<file path="src/design/bounded_stack_with_average_assert.svh">
// Assertion macros for the stack design files; only bsa_back includes them.
// Included by name; depends on nothing else.
`ifndef BOUNDED_STACK_WITH_AVERAGE_ASSERT_SVH
`define BOUNDED_STACK_WITH_AVERAGE_ASSERT_SVH
`ifndef SYNTHESIS
`define BSA_ASSERT_IMPLIES(lbl, ck, rs, ante, cons, msg) \
  lbl: assert property (@(posedge ck) disable iff (rs) (ante) |-> (cons)) \
    else $error(msg);
`define BSA_ASSERT_NEXT(lbl, ck, rs, ante, cons, msg) \
  lbl: assert property (@(posedge ck) disable iff (rs) (ante) |=> (cons)) \
    else $error(msg);
`else
`define BSA_ASSERT_IMPLIES(lbl, ck, rs, ante, cons, msg)
`define BSA_ASSERT_NEXT(lbl, ck, rs, ante, cons, msg)
`endif
`endif

</file>
<file path="src/design/bsa_pkg.sv">
// Types and constants shared by the stack with running mean.
// No dependencies.
package bsa_pkg;

  localparam int IN_W        = 32;
  localparam int MEAN_W      = 40;
  localparam int COUNT_OUT_W = 9;
  localparam int ERR_W       = 2;
  // The operation queue depth must be a power of two.
  localparam int QUEUE_DEPTH = 2;

  typedef enum logic [ERR_W-1:0] {
    ERR_NONE      = 2'd0,
    ERR_POP_EMPTY = 2'd1,
    ERR_PUSH_FULL = 2'd2
  } err_code_t;

  typedef enum logic [1:0] {
    OP_PUSH       = 2'd0,
    OP_POP        = 2'd1,
    OP_POP_EMPTY  = 2'd2,
    OP_PUSH_FULL  = 2'd3
  } op_kind_t;

  typedef struct packed {
    op_kind_t          kind;
    logic [IN_W-1:0]   value;
  } op_t;

endpackage

</file>
<file path="src/design/bsa_queue.sv">
// Short queue of classified operations between the front and back ends.
// Depends on bsa_pkg.
module bsa_queue
  import bsa_pkg::*;
(
  input  logic clk,
  input  logic rst,
  input  logic wr,
  input  op_t  wr_op,
  output logic full,
  input  logic rd,
  output op_t  rd_op,
  output logic empty
);

  localparam int PTR_W = $clog2(QUEUE_DEPTH);
  localparam int CNT_W = $clog2(QUEUE_DEPTH + 1);

  op_t              entries [QUEUE_DEPTH];
  logic [PTR_W-1:0] wr_ptr;
  logic [PTR_W-1:0] rd_ptr;
  logic [CNT_W-1:0] count;

  assign full  = count == CNT_W'(QUEUE_DEPTH);
  assign empty = count == '0;
  assign rd_op = entries[rd_ptr];

  always_ff @(posedge clk) begin
    if (wr) begin
      entries[wr_ptr] <= wr_op;
    end
  end

  always_ff @(posedge clk) begin
    if (rst) begin
      wr_ptr <= '0;
      rd_ptr <= '0;
      count  <= '0;
    end else begin
      if (wr) begin
        wr_ptr <= wr_ptr + PTR_W'(1);
      end
      if (rd) begin
        rd_ptr <= rd_ptr + PTR_W'(1);
      end
      if (wr && !rd) begin
        count <= count + CNT_W'(1);
      end else if (rd && !wr) begin
        count <= count - CNT_W'(1);
      end
    end
  end

endmodule

</file>
<file path="config.mk">
export PLATFORM = sky130hd
export DESIGN_NAME = bsa_queue
export DESIGN_NICKNAME = d
export VERILOG_FILES = /design/src/design/bounded_stack_with_average_assert.svh /design/src/design/bsa_pkg.sv /design/src/design/bsa_queue.sv
export SDC_FILE = /design/constraint.sdc
export NUM_CORES = 1
export LEC_CHECK = 0
export BUFFER_PORTS_ARGS = -buffer_cell sky130_fd_sc_hd__buf_2
export CORE_ASPECT_RATIO = 1.4
export CORE_MARGIN = 2
export CORE_UTILIZATION = 55
export CTS_CLUSTER_DIAMETER = 200
export CTS_CLUSTER_SIZE = 12
export DETAILED_ROUTE_END_ITERATION = 8
export GPL_TIMING_DRIVEN = 1
export PLACE_DENSITY = 0.94
export SYNTH_ARGS = -nofsm -noshare
export SYNTH_HDL_FRONTEND = slang
export SYNTH_SLANG_ARGS = --single-unit
</file>
<file path="constraint.sdc">
create_clock -name clk -period 4 [get_ports clk]
set_input_delay 0.2 -clock clk [delete_from_list [all_inputs] [get_ports clk]]
set_output_delay 0.2 -clock clk [all_outputs]
set_load 0.01 [all_outputs]
</file>
==> flow_summary.toml, run 1 <==
[run_status]
status = "finished clean"

[die]
core_mm2 = 0.00461
dieArea_mm2 = 0.00542
ios = 74
die_x_um = 62.8
fp-row-count = 29
die_height_um = 86.3
start_util = 0.577

[hold_path]
min_to = "entries[1][26]$_DFFE_PP_"
hold_class = "in -> reg"
hold_path.startpoint = "wr_op[26]"
min_path_cells = 1

[critical_path]
cpPeakStageDelay_ps = 400
crit_arrival_ps = 1590
cp_max_fo = 34
worstPathRequired_ps = 3800
reg2reg_slack_ps = 2500
path_class = "reg -> out"
r2r_end = "entries[0][8]$_DFFE_PP_"
r2r-start = "wr_ptr$_SDFFE_PP0P_"
crit_path_start_kind = "register"
rr_worst_depth = 1
crit_path_end_kind = "primary output"
crit_slowest_cell = "mux2_2"
crit_path_cell_trace = "buf_4 -> mux2_2 -> buf_2"

[cells_and_area]
drive_gt1_frac = 0.581
antennaDiodeCount = 0
final_cell_mix = "buf_2, edfxtp_1, mux2_2"
fin_area_mm2 = 0.00331
final_common_cell = "buf_2"
area_growth_pct = 24.4
final_net_count = 249
fill_cells = 312

[timing]
fin_crit_ps = 1790
rsz0062_at_grt = "false"
setup_viol = 0
totalNegativeSetupSlack_ps = 0
post-route-period-util = 0.448
relSlewSlack = 0.370
hold_viol = 0
report.final.slew_viol_count = 0
max_freq_mhz = 558
fin_skew_ps = 6.92
worst_pin_slew_ps = 943

[flow_run]
max_cap_viol_count = 0

[logic_synthesis]
yosysSeqAreaShare = 0.805
syn_area_per_cell_um2 = 20.8
synth_edf_count = 68
synthCells = 128
yosysUniqueCellTypes = 16
synthFlopType = "edfxtp_1"
syn-num-nets = 167
synth_area_mm2 = 0.00266
async_flop_share = 0
ys_ff_latch = 73
yosys_warnings = 0

[drt]
vias = 1372
first_pass_iters = 4
drt.antenna.violating_nets = 0
routed_via_density = 4.95
drt-initial-drc-count = 45
routed_wl_um = 4130
wire_per_inst_um = 14.9
drc = 0

[cts]
cts_tree = "yes"
cts.sinks = 73
cts.path.max_buffers = 2
cts_buffers = 9
h-tree-depth = 3
hold_buffers = 0
clk_latency_ps = 330
root_buffer = "clkbuf_8"
clk_pin_slew_ps = 70
cts_setup_buffers = 0
cts_resized = 0

[place]
place_area_mm2 = 0.00310
dp_hpwl_um = 2830
gp_congestion = 0.685
io_buffer_count = 73

[global_routing]
overflow = 0
grt_pass1_vias = 1446
grt_pass1_wl_um = 6490
antenna_found_initial = 0
grt_usage = 0.167
grt_max_degree = 35

[power]
power_uw = 1670
powerDensity_mw_per_mm2 = 506
vdd_drop_max_uv = 346
leakage_uw = 0.00127
## worst max-delay path: cells and delay by family, from the launching register on
kind | cells | cell delay (ps)
DFF | 1 | 320
buffers and inverters | 2 | 530
muxes | 1 | 400
## cells by family (layout without fill, tap and decap cells)
kind of cell               Yosys count  after routing  share of synthesized area
muxes                               34             34                      0.144
xor gates and xnor gates             4              4                     0.0132
AOI/OAI and AO/OA                    2              2                    0.00376
adders and majority gates            1              1                    0.00470
DFF                                 73             73                      0.805
and+or+nand+nor                      9              9                     0.0174
buffers and inverters                5             92                     0.0118
## final cells by class
type	count	area, um^2	share of cell area
timing repair buffer	75	380	0.115
clock buffer	10	128	0.0386
inverter	1	3.75	0.00113
tap	62	77.6	0.0234
clock inverter	6	82.6	0.0250
sequential	73	2140	0.648
multi-input combinational	50	494	0.149
## synthesized netlist by cell type, drive strengths merged, types with 2 or more instances
cell type,number,area share
xor2,2,0.0066
dfxtp,5,0.038
buf,4,0.010
mux2,34,0.14
edfxtp,68,0.77
nor2,5,0.0071
xnor2,2,0.0066
## flip-flops by register name, summed over array words and instances (netlist names), named ones only
name / cells
entries: 68
count: 2
rd_ptr: 1
wr_ptr: 1
## metal layers
| layer | track usage | part of all wire | vias up |
|---|---|---|---|
| met5 | 0 | 0 | - |
| met4 | 0.121 | 0.040 | 0 |
| met3 | 0.0571 | 0.053 | 15 |
| met2 | 0.284 | 0.54 | 48 |
| met1 | 0.171 | 0.36 | 650 |
| li1 | - | - | 659 |
## power by group
part	leakage (uW)	internal [uW]	switching (uW)	total, uW
combinational	0.000483	88.5	95.4	184
clock	0.000108	348	241	589
sequential	0.000680	889	13.4	902
## through the flow
step / util / hold WS [ps] / instances / setup slack [ps]
2_1_floorplan: - / 269 / 128 / 1720
6_report: 0.718 / 53.2 / 277 / 2210
5_1_grt: 0.718 / 35.5 / 277 / 2130
3_5_place_dp: 0.672 / 392 / 261 / 2460
4_1_cts: 0.718 / 38.8 / 277 / 2180
3_3_place_gp: 0.672 / 389 / 261 / 2480
## how the worst max path moves through the flow
stage	endpoint	slack (ps)	start	cells past startpoint
2_1_floorplan	entries[0][0]$_DFFE_PP_	1720	wr_ptr$_SDFFE_PP0P_	1
3_3_place_gp	entries[0][6]$_DFFE_PP_	2480	wr	2
3_5_place_dp	entries[0][6]$_DFFE_PP_	2460	wr	2
4_1_cts	rd_op[12]	2180	register	3
5_1_grt	rd_op[12]	2130	register	3
6_report	rd_op[1]	2210	register	3
No activity file was read; power rests on OpenSTA's default activity.
==> run 2, diff against run 1 <==
- CORE_UTILIZATION: 55 -> 46
- PLACE_DENSITY: 0.94 -> 0.85
- clock period: 4 -> 1.48 ns (I/O delays scaled with it)
==> run 2 against run 1 <==
Via count is 14% higher; clock skew is 1.1 ps lower; clock power grew to 3.4 times the previous value; critical path type unchanged; cell area is 15% higher; sequential share of layout area is 8.2 points lower; power grew to 3.0 times the previous value; combinational power grew to 3.4 times the previous value; utilization is 3.6 points lower; worst hold slack better by 6.7 ps; die area is 18% higher; critical path depth stayed put.
==> flow_summary.toml, run 2 (synthesis gave the netlist of run 1 again) <==
[critical_path]
path_class = "reg -> out"
crit_slowest_cell = "dfxtp_4"
cp_max_fo = 18
crit_path_start_kind = "register"
r2r-start = "wr_ptr$_SDFFE_PP0P_"
worstPathRequired_ps = 1410
crit_path_cell_trace = "buf_12 -> mux2_2 -> buf_2"
r2r_end = "entries[1][6]$_DFFE_PP_"
rr_worst_depth = 2
reg2reg_slack_ps = 300
cpPeakStageDelay_ps = 370
crit_path_end_kind = "primary output"
crit_arrival_ps = 1360

[timing]
rsz0062_at_grt = "true"
relSlewSlack = 0.830
worst_pin_slew_ps = 255
setup_viol = 0
fin_crit_ps = 1430
max_freq_mhz = 699
fin_skew_ps = 5.83
hold_viol = 0
report.final.slew_viol_count = 0
post-route-period-util = 0.967

[cts]
clk_pin_slew_ps = 70
cts_tree = "yes"
h-tree-depth = 3
cts.sinks = 73
cts_setup_buffers = 0
cts_buffers = 9
clk_latency_ps = 330
root_buffer = "clkbuf_8"
cts.path.max_buffers = 2

[hold_path]
min_to = "wr_ptr$_SDFFE_PP0P_"
hold_class = "in -> reg"
hold_path.startpoint = "wr"
min_path_cells = 3

[drt]
wire_per_inst_um = 15.9
drt.antenna.violating_nets = 0
routed_wl_um = 5110
drc = 0
routed_via_density = 4.84
drt-initial-drc-count = 58
vias = 1558
first_pass_iters = 4

[global_routing]
grt_usage = 0.173
grt_pass1_vias = 1680
overflow = 0
grt_max_degree = 19
antenna_found_initial = 0
grt_pass1_wl_um = 7620

[cells_and_area]
fin_area_mm2 = 0.00379
top_regs = "entries: 68 flops, count: 2 flops"
antennaDiodeCount = 0
largest_reg_flops = 68
drive_gt1_frac = 0.524
final_cell_mix = "buf_2, edfxtp_1, dlygate4sd3_1"
area_growth_pct = 42.7
final_net_count = 288
top_register = "entries"
final_common_cell = "buf_2"

[die]
core_mm2 = 0.00557
start_util = 0.478
dieArea_mm2 = 0.00642
die_x_um = 68.3
ios = 74
die_height_um = 94.0
fp-row-count = 32

[power]
vdd_drop_max_uv = 1000
power_uw = 5040
powerDensity_mw_per_mm2 = 1330
leakage_uw = 0.00147

[place]
gp_congestion = 0.795
place_area_mm2 = 0.00317
dp_hpwl_um = 3110
io_buffer_count = 73

[run_status]
status = "finished clean"

[flow_run]
max_cap_viol_count = 0
==> run 2: cell types whose count changed in the layout (fill, tap and decap cells not counted), sizes merged <==
cell / delta
buf: +4
bufinv: +2
clkbuf: -1
clkinv: -1
dlygate4sd3: +35
==> run 2: worst max-delay path, delay by kind of cell (launching register included) <==
family / cells / cell delay [ps]
buf+inv: 2 / 300
mux: 1 / 350
flops: 1 / 370
==> run 2: metrics by stage <==
step	worst slack [ps]	setup TNS (ps)	cells	utilization	hold WS, ps
6_report	49.1	0	322	0.682	59.9
5_1_grt	-4.95	-9.06	322	0.682	67.3
4_1_cts	15.5	0	322	0.681	41.4
3_5_place_dp	297	0	271	0.570	267
3_3_place_gp	333	0	271	0.570	262
2_1_floorplan	-160	-5440	128	-	143
==> run 2: worst max path at each step <==
stage,from,cells past startpoint,endpoint,slack [ps]
6_report,register,3,rd_op[1],50
5_1_grt,register,3,rd_op[23],-5
4_1_cts,register,3,rd_op[28],20
3_5_place_dp,wr_ptr$_SDFFE_PP0P_,2,entries[1][31]$_DFFE_PP_,300
3_3_place_gp,register,3,rd_op[15],330
2_1_floorplan,wr_ptr$_SDFFE_PP0P_,1,entries[0][0]$_DFFE_PP_,-160
==> run 2: where the power goes <==
| part | internal, uW | switching (uW) | total (uW) |
|---|---|---|---|
| combinational | 331 | 288 | 619 |
| clock | 1290 | 686 | 1980 |
| sequential | 2400 | 42.4 | 2440 |
==> run 2: timing repair <==
| item | in CTS | in global routing |
|---|---|---|
| endpoints found under the hold margin | 73 | 0 |
| setup endpoints to repair | 34 | 22 |
| gates resized for setup | 1 | 1 |
| hold buffers | 35 | 0 |
==> run 2: cell type report <==
| cell class | instances | area [um^2] |
|---|---|---|
| sequential | 73 | 2150 |
| fill | 389 | 1770 |
| timing repair buffer | 114 | 798 |
| multi-input combinational | 50 | 495 |
| clock inverter | 7 | 143 |
| clock buffer | 9 | 124 |
| tap | 68 | 85.1 |
| inverter | 1 | 3.75 |
==> run 2: per-layer routing <==
layer,part of all wire,global-route usage
met4,0.027,0.107
met3,0.038,0.0528
met2,0.59,0.316
met1,0.34,0.159
met5,0,0
