==> src/design/bounded_stack_with_average_assert.svh <==
// Assertion macros for the stack design files; only bsa_back includes them.
// Included by name; depends on nothing else.
`ifndef BOUNDED_STACK_WITH_AVERAGE_ASSERT_SVH
`define BOUNDED_STACK_WITH_AVERAGE_ASSERT_SVH
`ifndef SYNTHESIS
`define BSA_ASSERT_IMPLIES(lbl, ck, rs, ante, cons, msg) \
  lbl: assert property (@(posedge ck) disable iff (rs) (ante) |-> (cons)) \
    else $error(msg);
`define BSA_ASSERT_NEXT(lbl, ck, rs, ante, cons, msg) \
  lbl: assert property (@(posedge ck) disable iff (rs) (ante) |=> (cons)) \
    else $error(msg);
`else
`define BSA_ASSERT_IMPLIES(lbl, ck, rs, ante, cons, msg)
`define BSA_ASSERT_NEXT(lbl, ck, rs, ante, cons, msg)
`endif
`endif

==> src/design/bsa_pkg.sv <==
// Types and constants shared by the stack with running mean.
// No dependencies.
package bsa_pkg;

  localparam int IN_W        = 32;
  localparam int MEAN_W      = 40;
  localparam int COUNT_OUT_W = 9;
  localparam int ERR_W       = 2;
  // The operation queue depth must be a power of two.
  localparam int QUEUE_DEPTH = 2;

  typedef enum logic [ERR_W-1:0] {
    ERR_NONE      = 2'd0,
    ERR_POP_EMPTY = 2'd1,
    ERR_PUSH_FULL = 2'd2
  } err_code_t;

  typedef enum logic [1:0] {
    OP_PUSH       = 2'd0,
    OP_POP        = 2'd1,
    OP_POP_EMPTY  = 2'd2,
    OP_PUSH_FULL  = 2'd3
  } op_kind_t;

  typedef struct packed {
    op_kind_t          kind;
    logic [IN_W-1:0]   value;
  } op_t;

endpackage

==> src/design/bsa_front.sv <==
// Front end: takes items, tracks the fill level and classifies each item.
// Depends on bsa_pkg.
module bsa_front
  import bsa_pkg::*;
#(
  parameter int DEPTH = 256
) (
  input  logic            clk,
  input  logic            rst,
  input  logic            push,
  input  logic            action,
  input  logic [IN_W-1:0] push_value,
  input  logic            q_full,
  output logic            q_push,
  output op_t             q_op
);

  localparam int CNT_W = $clog2(DEPTH + 1);

  logic [CNT_W-1:0] count;
  logic [CNT_W-1:0] count_next;

  assign q_push = push && !q_full;

  always_comb begin
    count_next     = count;
    q_op.value     = push_value;
    q_op.kind      = OP_PUSH;
    if (!action) begin
      if (count == CNT_W'(DEPTH)) begin
        q_op.kind = OP_PUSH_FULL;
      end else begin
        count_next = count + CNT_W'(1);
      end
    end else begin
      if (count == '0) begin
        q_op.kind = OP_POP_EMPTY;
      end else begin
        q_op.kind  = OP_POP;
        count_next = count - CNT_W'(1);
      end
    end
  end

  always_ff @(posedge clk) begin
    if (rst) begin
      count <= '0;
    end else if (q_push) begin
      count <= count_next;
    end
  end

endmodule

==> config.mk <==
export PLATFORM = sky130hd
export DESIGN_NAME = bsa_front
export DESIGN_NICKNAME = d
export VERILOG_FILES = /design/src/design/bounded_stack_with_average_assert.svh /design/src/design/bsa_pkg.sv /design/src/design/bsa_front.sv
export SDC_FILE = /design/constraint.sdc
export NUM_CORES = 1
export LEC_CHECK = 0
export BUFFER_PORTS_ARGS = -buffer_cell sky130_fd_sc_hd__buf_2
export CORE_UTILIZATION = 36
export DETAILED_ROUTE_END_ITERATION = 6
export HOLD_SLACK_MARGIN = 0.03
export MAX_ROUTING_LAYER = met4
export PLACE_DENSITY = 0.76
export SLEW_MARGIN = 15
export SYNTH_ARGS = -nofsm -noshare
export SYNTH_HDL_FRONTEND = slang
export SYNTH_SLANG_ARGS = --single-unit
==> constraint.sdc <==
create_clock -name clk -period 1.96 [get_ports clk]
set_clock_uncertainty 0.2 [all_clocks]
set_input_delay 0.196 -clock clk [delete_from_list [all_inputs] [get_ports clk]]
set_output_delay 0.196 -clock clk [all_outputs]
set_load 0.05 [all_outputs]
==> run_results.csv, run 1 <==
group,metric,value,unit
final_layout,largestRegisters,"count (9)",
timing,final.min_clock_period,2.16,ns
global_routing,overall_global_routing_usage,17.5,%
synth,synth_enable_flop_cells,0,
detailed_routing,total_vias_in_the_final_route,779,
clocking,clkTransAtPathRegs,0.07,ns
global_routing,number_of_global_route_vias_before_repair,736,
synth,synth-async-reset-ratio,0,%
global_routing,grt-ovfl-total,0,
hold_path,hold_path_depth,2,
hold_path,hold_start,"rst",
final_layout,syn2layout_area_growth,18.4,%
final_layout,postLayoutCellArea,0.00114,mm²
worst_setup_path,cp_num_buf_inv,1,
timing,number_of_pins_exceeding_their_max_slew_limit_in_the_final_report,0,
worst_setup_path,timing.reg2reg.setup_slack,-0.02,ns
clocking,ctsHtreeMaxLevel,1,
placement,detailed_place_hpwl,1630,µm
global_routing,largest_net_degree_at_the_start_of_global_routing,16,
worst_setup_path,r2r_end,"count[8]$_SDFFE_PP0P_",
final_layout,largest_register_by_flop_count,"count",
detailed_routing,detail_route.iter0.violations,8,
synth,synth_top_area_cell,"buf_4",
placement,placement.setup.worst_slack,-0.132,ns
pwr,pwr_density_cell,769,mW/mm²
synth,ys_seq_elements,9,
worst_setup_path,timing.critical_path.slowest_stage_cell,"or4_4",
floorplanning,fp.coreArea,0.00250,mm²
floorplanning,die_w,53.8,µm
timing,timing.fmax,462,MHz
clocking,cts.path.max_buffers,2,
final_layout,num-nets-final,157,
worst_setup_path,critPathTopFamily,"simple AND/OR/NAND/NOR gates",
final_layout,n_antenna_cell,0,
synth,synth-adder-area-share,11.2,%
synth,synth-xor-area-share,3.63,%
timing,finalWorstSetupSlack,-0.203,ns
final_layout,layoutNonFillerInstCount,141,
final_layout,largest_register_ff_count,9,
flow_run,max_cap_check_violation_count,0,
worst_setup_path,cp_data_required_time,1.56,ns
detailed_routing,dr.pass1.iters,4,
run_status,violated_checks,"negative setup slack",
global_routing,grt_antenna_before_repair,0,
placement,port-buffer-count,7,
timing,remaining_max_slew_budget_at_the_tightest_pin,78.0,%
synth,synth_cells,115,
timing,rsz0062_at_grt,"yes",
clocking,clock-root-buffer,"clkbuf_4",
worst_setup_path,timing.critical_path.from_type,"flip-flop",
floorplanning,dieArea,0.00289,mm²
worst_setup_path,arrival,1.77,ns
floorplanning,design.portCount,72,
synth,post-synth-top-area-fraction,24.9,%
synth,synth.net_count,160,
timing,post-route-period-util,110,%
synth,synth_simple_gate_area_share,21.0,%
clocking,cts_hold_buf,0,
hold_path,timing.hold.worst.class,"primary input to flip-flop",
timing,setup-violations-final,3,
floorplanning,die_h,53.8,µm
clocking,tritoncts,"yes",
synth,largest_family_of_logic_cells_by_synthesized_area,"buffers and inverters",
synth,synth_mux_area_share,2.72,%
synth,ys_dominant_reg_cell,"dfxtp_1",
run_status,run_status,"complete, but fails checks",
synth,netlist_area,965,µm²
detailed_routing,drcViolationCount,0,
pwr,ir_drop,0.494,mV
floorplanning,placementRows,18,
synth,synth_seq_area_share,18.7,%
worst_setup_path,criticalPathCategory,"flip-flop to primary output",
synth,mean_post_synth_cell_area,8.39,µm²
synth,ys_types,32,
synth,compound_gate_portion_of_the_synthesized_area,16.0,%
synth,synth_commonest_cells,"32 x buf_4, 9 x dfxtp_1, 8 x a21oi_1",
clocking,worst_skew_pair.late_latency,0.28,ns
hold_path,worst_hold_path.endpoint,"count[1]$_SDFFE_PP0P_",
worst_setup_path,critPathCaptureType,"primary output",
global_routing,grt_first_pass_wirelength,3360,µm
worst_setup_path,worst_r2r_path_depth,7,
synth,total_of_warnings_raised_by_yosys,0,
clocking,clock_sink_count,9,
timing,hold_violations,0,
placement,gp_congestion,0.869,
synth,post-synth-top-count-cell,"buf_4",
final_layout,fraction_of_layout_cells_with_a_size_suffix_above_1,56.8,%
detailed_routing,antenna_left,0,
placement,numPlacedInstances,133,
detailed_routing,total_wire_length_after_detailed_routing,2380,µm
detailed_routing,via_per_inst,5.52,
synth,synth.top_cells.by_area,"buf_4 25%, dfxtp_1 19%, ha_1 9.1%",
floorplanning,initial_utilization,38.6,%
worst_setup_path,critPathMaxStageDelay,0.54,ns
worst_setup_path,cp_max_fo,3,
worst_setup_path,reg2reg_from,"count[0]$_SDFFE_PP0P_",
clocking,cts-buffers-inserted,3,
placement,dpl-instance-area,903,µm²
timing,tightest_slew,0.329,ns
pwr,power.leakage,0.467,nW
worst_setup_path,crit_path_cell_trace,"or4_4, nor2_4, mux2_4, buf_8",
detailed_routing,routed_wire_length_per_instance,16.9,µm
how the worst max path moves through the flow:
stage,start,endpoint,slack [ns],cells past startpoint
global route,count[5]$_SDFFE_PP0P_,q_op[32],-0.24,4
global placement,action,count[8]$_SDFFE_PP0P_,-0.1,7
floorplan,count[0]$_SDFFE_PP0P_,count[8]$_SDFFE_PP0P_,-0.39,6
CTS,count[6]$_SDFFE_PP0P_,q_op[32],-0.19,4
finish,count[5]$_SDFFE_PP0P_,q_op[32],-0.20,4
detailed placement,action,count[8]$_SDFFE_PP0P_,-0.13,7
layout by cell type (no fill, tap or decap), types with 2 or more instances in the layout:
| cell type | synthesis | layout |
|---|---|---|
| a211oi_2 | 0 | 4 |
| a21o_1 | 4 | 4 |
| a21oi_1 | 8 | 4 |
| a21oi_2 | 0 | 3 |
| buf_2 | 0 | 5 |
| buf_4 | 32 | 17 |
| buf_6 | 1 | 3 |
| buf_8 | 0 | 2 |
| clkbuf_4 | 0 | 3 |
| dfxtp_1 | 9 | 5 |
| dfxtp_2 | 0 | 4 |
| ha_1 | 7 | 3 |
| ha_4 | 0 | 3 |
| mux2_4 | 1 | 2 |
| nand2_1 | 7 | 5 |
| nand2_2 | 0 | 2 |
| nand3_1 | 4 | 3 |
| nand3b_1 | 3 | 3 |
| nand4b_1 | 2 | 2 |
| nor2_1 | 4 | 2 |
| nor2_4 | 0 | 2 |
| nor2b_1 | 3 | 2 |
| nor3_2 | 1 | 2 |
| o21ai_1 | 1 | 2 |
| or4_1 | 3 | 2 |
| or4_4 | 1 | 2 |
| xnor2_1 | 4 | 3 |
metal layers:
metal | up-vias | track usage [%] | wire length (µm)
li1 | 374 | - | -
met1 | 353 | 17.0 | 894
met2 | 32 | 28.0 | 1180
met3 | 20 | 3.67 | 157
met4 | 0 | 18.0 | 149
met5 | - | - | 0
area by class of cell:
| type | count | area, µm² |
|---|---|---|
| tap | 30 | 37.5 |
| sequential | 9 | 185 |
| fill | 230 | 1360 |
| multi-input combinational | 71 | 677 |
| timing repair buffer | 27 | 216 |
| clock buffer | 4 | 26.3 |
logic make-up after synthesis:
kind of cell	count (synthesis)
DFF	9
adders and majority gates	8
xor gates and xnor gates	4
AOI/OAI and AO/OA	24
buffers and inverters	35
and+or+nand+nor	33
muxes	2
repair_timing:
action	in CTS	in global routing
gates resized for setup	21	21
gates cloned	0	0
setup endpoints to repair	4	11
setup buffers	2	2
pin swaps	6	10
through the flow:
step                      utilization (%)  TNS (ns)  power (W)  hold WS, ns
after global placement               36.1    -0.165   0.000570        0.192
after global routing                 45.7    -0.726   0.000927       0.0698
after CTS                            41.3    -0.277   0.000817       0.0493
after floorplan                         -     -1.77   0.000641        0.183
after detailed placement             36.1    -0.279   0.000579        0.192
final                                45.7    -0.335   0.000878       0.0544
power breakdown:
group	internal, W	leakage (nW)	switching, W
combinational	0.000253	0.377	0.000241
clock	0.0000792	0.0150	0.0000787
sequential	0.000205	0.0753	0.0000210
worst reg2reg max path, cell delays in order (launching register included):
cell and delay [ns]:
dfxtp_2 0.32, buf_4 0.13, fa_2 0.37, nand3_4 0.09, a211oi_2 0.08, o21a_1 0.18
nor3_2 0.20, mux2_4 0.31
Power figures use the tool's default switching activity.
==> run 2, diff against run 1 <==
==> constraint.sdc (replaced) <==
create_clock -name clk -period 1.96 [get_ports clk]
set_clock_uncertainty 0.2 [all_clocks]
set_input_delay 0.196 -clock clk [delete_from_list [all_inputs] [get_ports clk]]
set_output_delay 0.196 -clock clk [all_outputs]
set_load 0.005 [all_outputs]
==> run_results.csv, run 2 (synthesis results as in run 1) <==
group,metric,value,unit
run_status,run_status,"complete, but fails checks",
run_status,violated_checks,"negative setup slack",
placement,detailed_place_hpwl,1550,µm
clocking,clkTransAtPathRegs,0.06,ns
clocking,cts-buffers-inserted,3,
worst_setup_path,critPathMaxStageDelay,0.57,ns
timing,timing.fmax,467,MHz
detailed_routing,antenna_left,0,
final_layout,largest_register_by_flop_count,"count",
worst_setup_path,reg2reg_from,"count[7]$_SDFFE_PP0P_",
detailed_routing,via_per_inst,5.75,
flow_run,max_cap_check_violation_count,0,
hold_path,hold_path_depth,2,
floorplanning,die_h,53.8,µm
placement,gp_congestion,0.914,
clocking,clock_sink_count,9,
final_layout,mostFrequentLayoutCell,"buf_4",
pwr,power.total,0.000799,W
timing,setup-violations-final,8,
clocking,worst_skew_pair.late_latency,0.27,ns
detailed_routing,dr.pass1.iters,4,
worst_setup_path,critPathCaptureType,"primary output",
detailed_routing,total_vias_in_the_final_route,817,
timing,tightest_slew,0.372,ns
final_layout,largest_register_ff_count,9,
floorplanning,fp.coreArea,0.00250,mm²
hold_path,hold_start,"rst",
timing,number_of_pins_exceeding_their_max_slew_limit_in_the_final_report,0,
floorplanning,placementRows,18,
timing,final.min_clock_period,2.14,ns
clocking,tritoncts,"yes",
timing,rsz0062_at_grt,"yes",
final_layout,num-nets-final,158,
final_layout,syn2layout_area_growth,14.3,%
worst_setup_path,crit_path_cell_trace,"or4_4, nor2_2, mux2_4, buf_2",
worst_setup_path,timing.critical_path.from_type,"flip-flop",
worst_setup_path,timing.critical_path.slowest_stage_cell,"or4_4",
worst_setup_path,cp_max_fo,3,
floorplanning,initial_utilization,38.6,%
timing,post-route-period-util,109,%
global_routing,grt-ovfl-total,0,
final_layout,commonest_cells_after_routing_fill_and_taps_aside,"17 x buf_4, 6 x buf_2",
global_routing,grt_first_pass_wirelength,3440,µm
detailed_routing,total_wire_length_after_detailed_routing,2370,µm
pwr,pwr_density_cell,725,mW/mm²
floorplanning,dieArea,0.00289,mm²
pwr,ir_drop,0.468,mV
hold_path,timing.hold.worst.class,"primary input to flip-flop",
worst_setup_path,criticalPathCategory,"flip-flop to primary output",
global_routing,overall_global_routing_usage,17.2,%
timing,finalWorstSetupSlack,-0.181,ns
timing,remaining_max_slew_budget_at_the_tightest_pin,75.1,%
clocking,ctsHtreeMaxLevel,1,
pwr,power.leakage,0.483,nW
clocking,clock-root-buffer,"clkbuf_4",
timing,hold_violations,0,
detailed_routing,drcViolationCount,0,
worst_setup_path,arrival,1.75,ns
worst_setup_path,cp_data_required_time,1.56,ns
placement,placement.setup.worst_slack,-0.143,ns
floorplanning,die_w,53.8,µm
final_layout,n_antenna_cell,0,
final_layout,fraction_of_layout_cells_with_a_size_suffix_above_1,52.7,%
worst_setup_path,critPathLaunch,"count[4]$_SDFFE_PP0P_",
final_layout,largestRegisters,"count (9)",
global_routing,largest_net_degree_at_the_start_of_global_routing,16,
clocking,cts.path.max_buffers,2,
global_routing,grt_antenna_before_repair,0,
detailed_routing,detail_route.iter0.violations,11,
global_routing,number_of_global_route_vias_before_repair,775,
detailed_routing,routed_wire_length_per_instance,16.7,µm
placement,port-buffer-count,7,
floorplanning,design.portCount,72,
worst_setup_path,worst_r2r_path_depth,6,
==> run 2: timing repair <==
action,CTS,global route
setup endpoints to repair,5,11
setup buffers,3,0
pin swaps,3,5
resized for setup,19,14
hold buffers,0,0
==> run 2: through the flow <==
step | instances | TNS, ns | area (µm²) | util, % | hold slack [ns]
floorplan | 115 | -0.0288 | 968 | - | 0.183
global placement | 136 | -0.183 | 925 | 37.0 | 0.192
detailed placement | 136 | -0.271 | 925 | 37.0 | 0.192
CTS | 142 | -0.321 | 1050 | 42.1 | 0.0578
global route | 142 | -1.53 | 1100 | 44.1 | 0.0757
finish | 142 | -0.732 | 1100 | 44.1 | 0.0681
==> run 2: power breakdown <==
group | total (W) | internal, W | switching (W)
sequential | 0.000229 | 0.000205 | 0.0000241
clock | 0.000148 | 0.0000787 | 0.0000689
combinational | 0.000423 | 0.000233 | 0.000189
total | 0.000799 | 0.000517 | 0.000282
==> run 2: final cells by class <==
cell class	count	area (µm²)
well taps	30	37.5
flip-flops and latches	9	185
multi-input cells	71	639
fillers	237	1400
clock buffers	4	26.3
repair buffers	28	214
==> run 2: worst paths after layout <==
check	slack, ns	end
worst max-delay path	-0.18	q_op[32]
worst max register to register	-0.12	count[8]$_SDFFE_PP0P_
worst min register to register	0.30	count[3]$_SDFFE_PP0P_
worst min-delay path	0.07	count[3]$_SDFFE_PP0P_
==> run 2: layer usage <==
layer	global-route usage, %	up-vias	share of wire, %
met5	-	-	0
met4	13.2	0	5.0
met3	4.80	23	7.6
met2	28.6	50	50
met1	16.9	372	37
li1	-	372	-
==> run 2: critical path: cells and delay by family, from the launching register on <==
kind / cells / cell delay, ns
buf+inv: 1 / 0.12
flops: 1 / 0.37
mux: 1 / 0.30
simple gates: 2 / 0.69
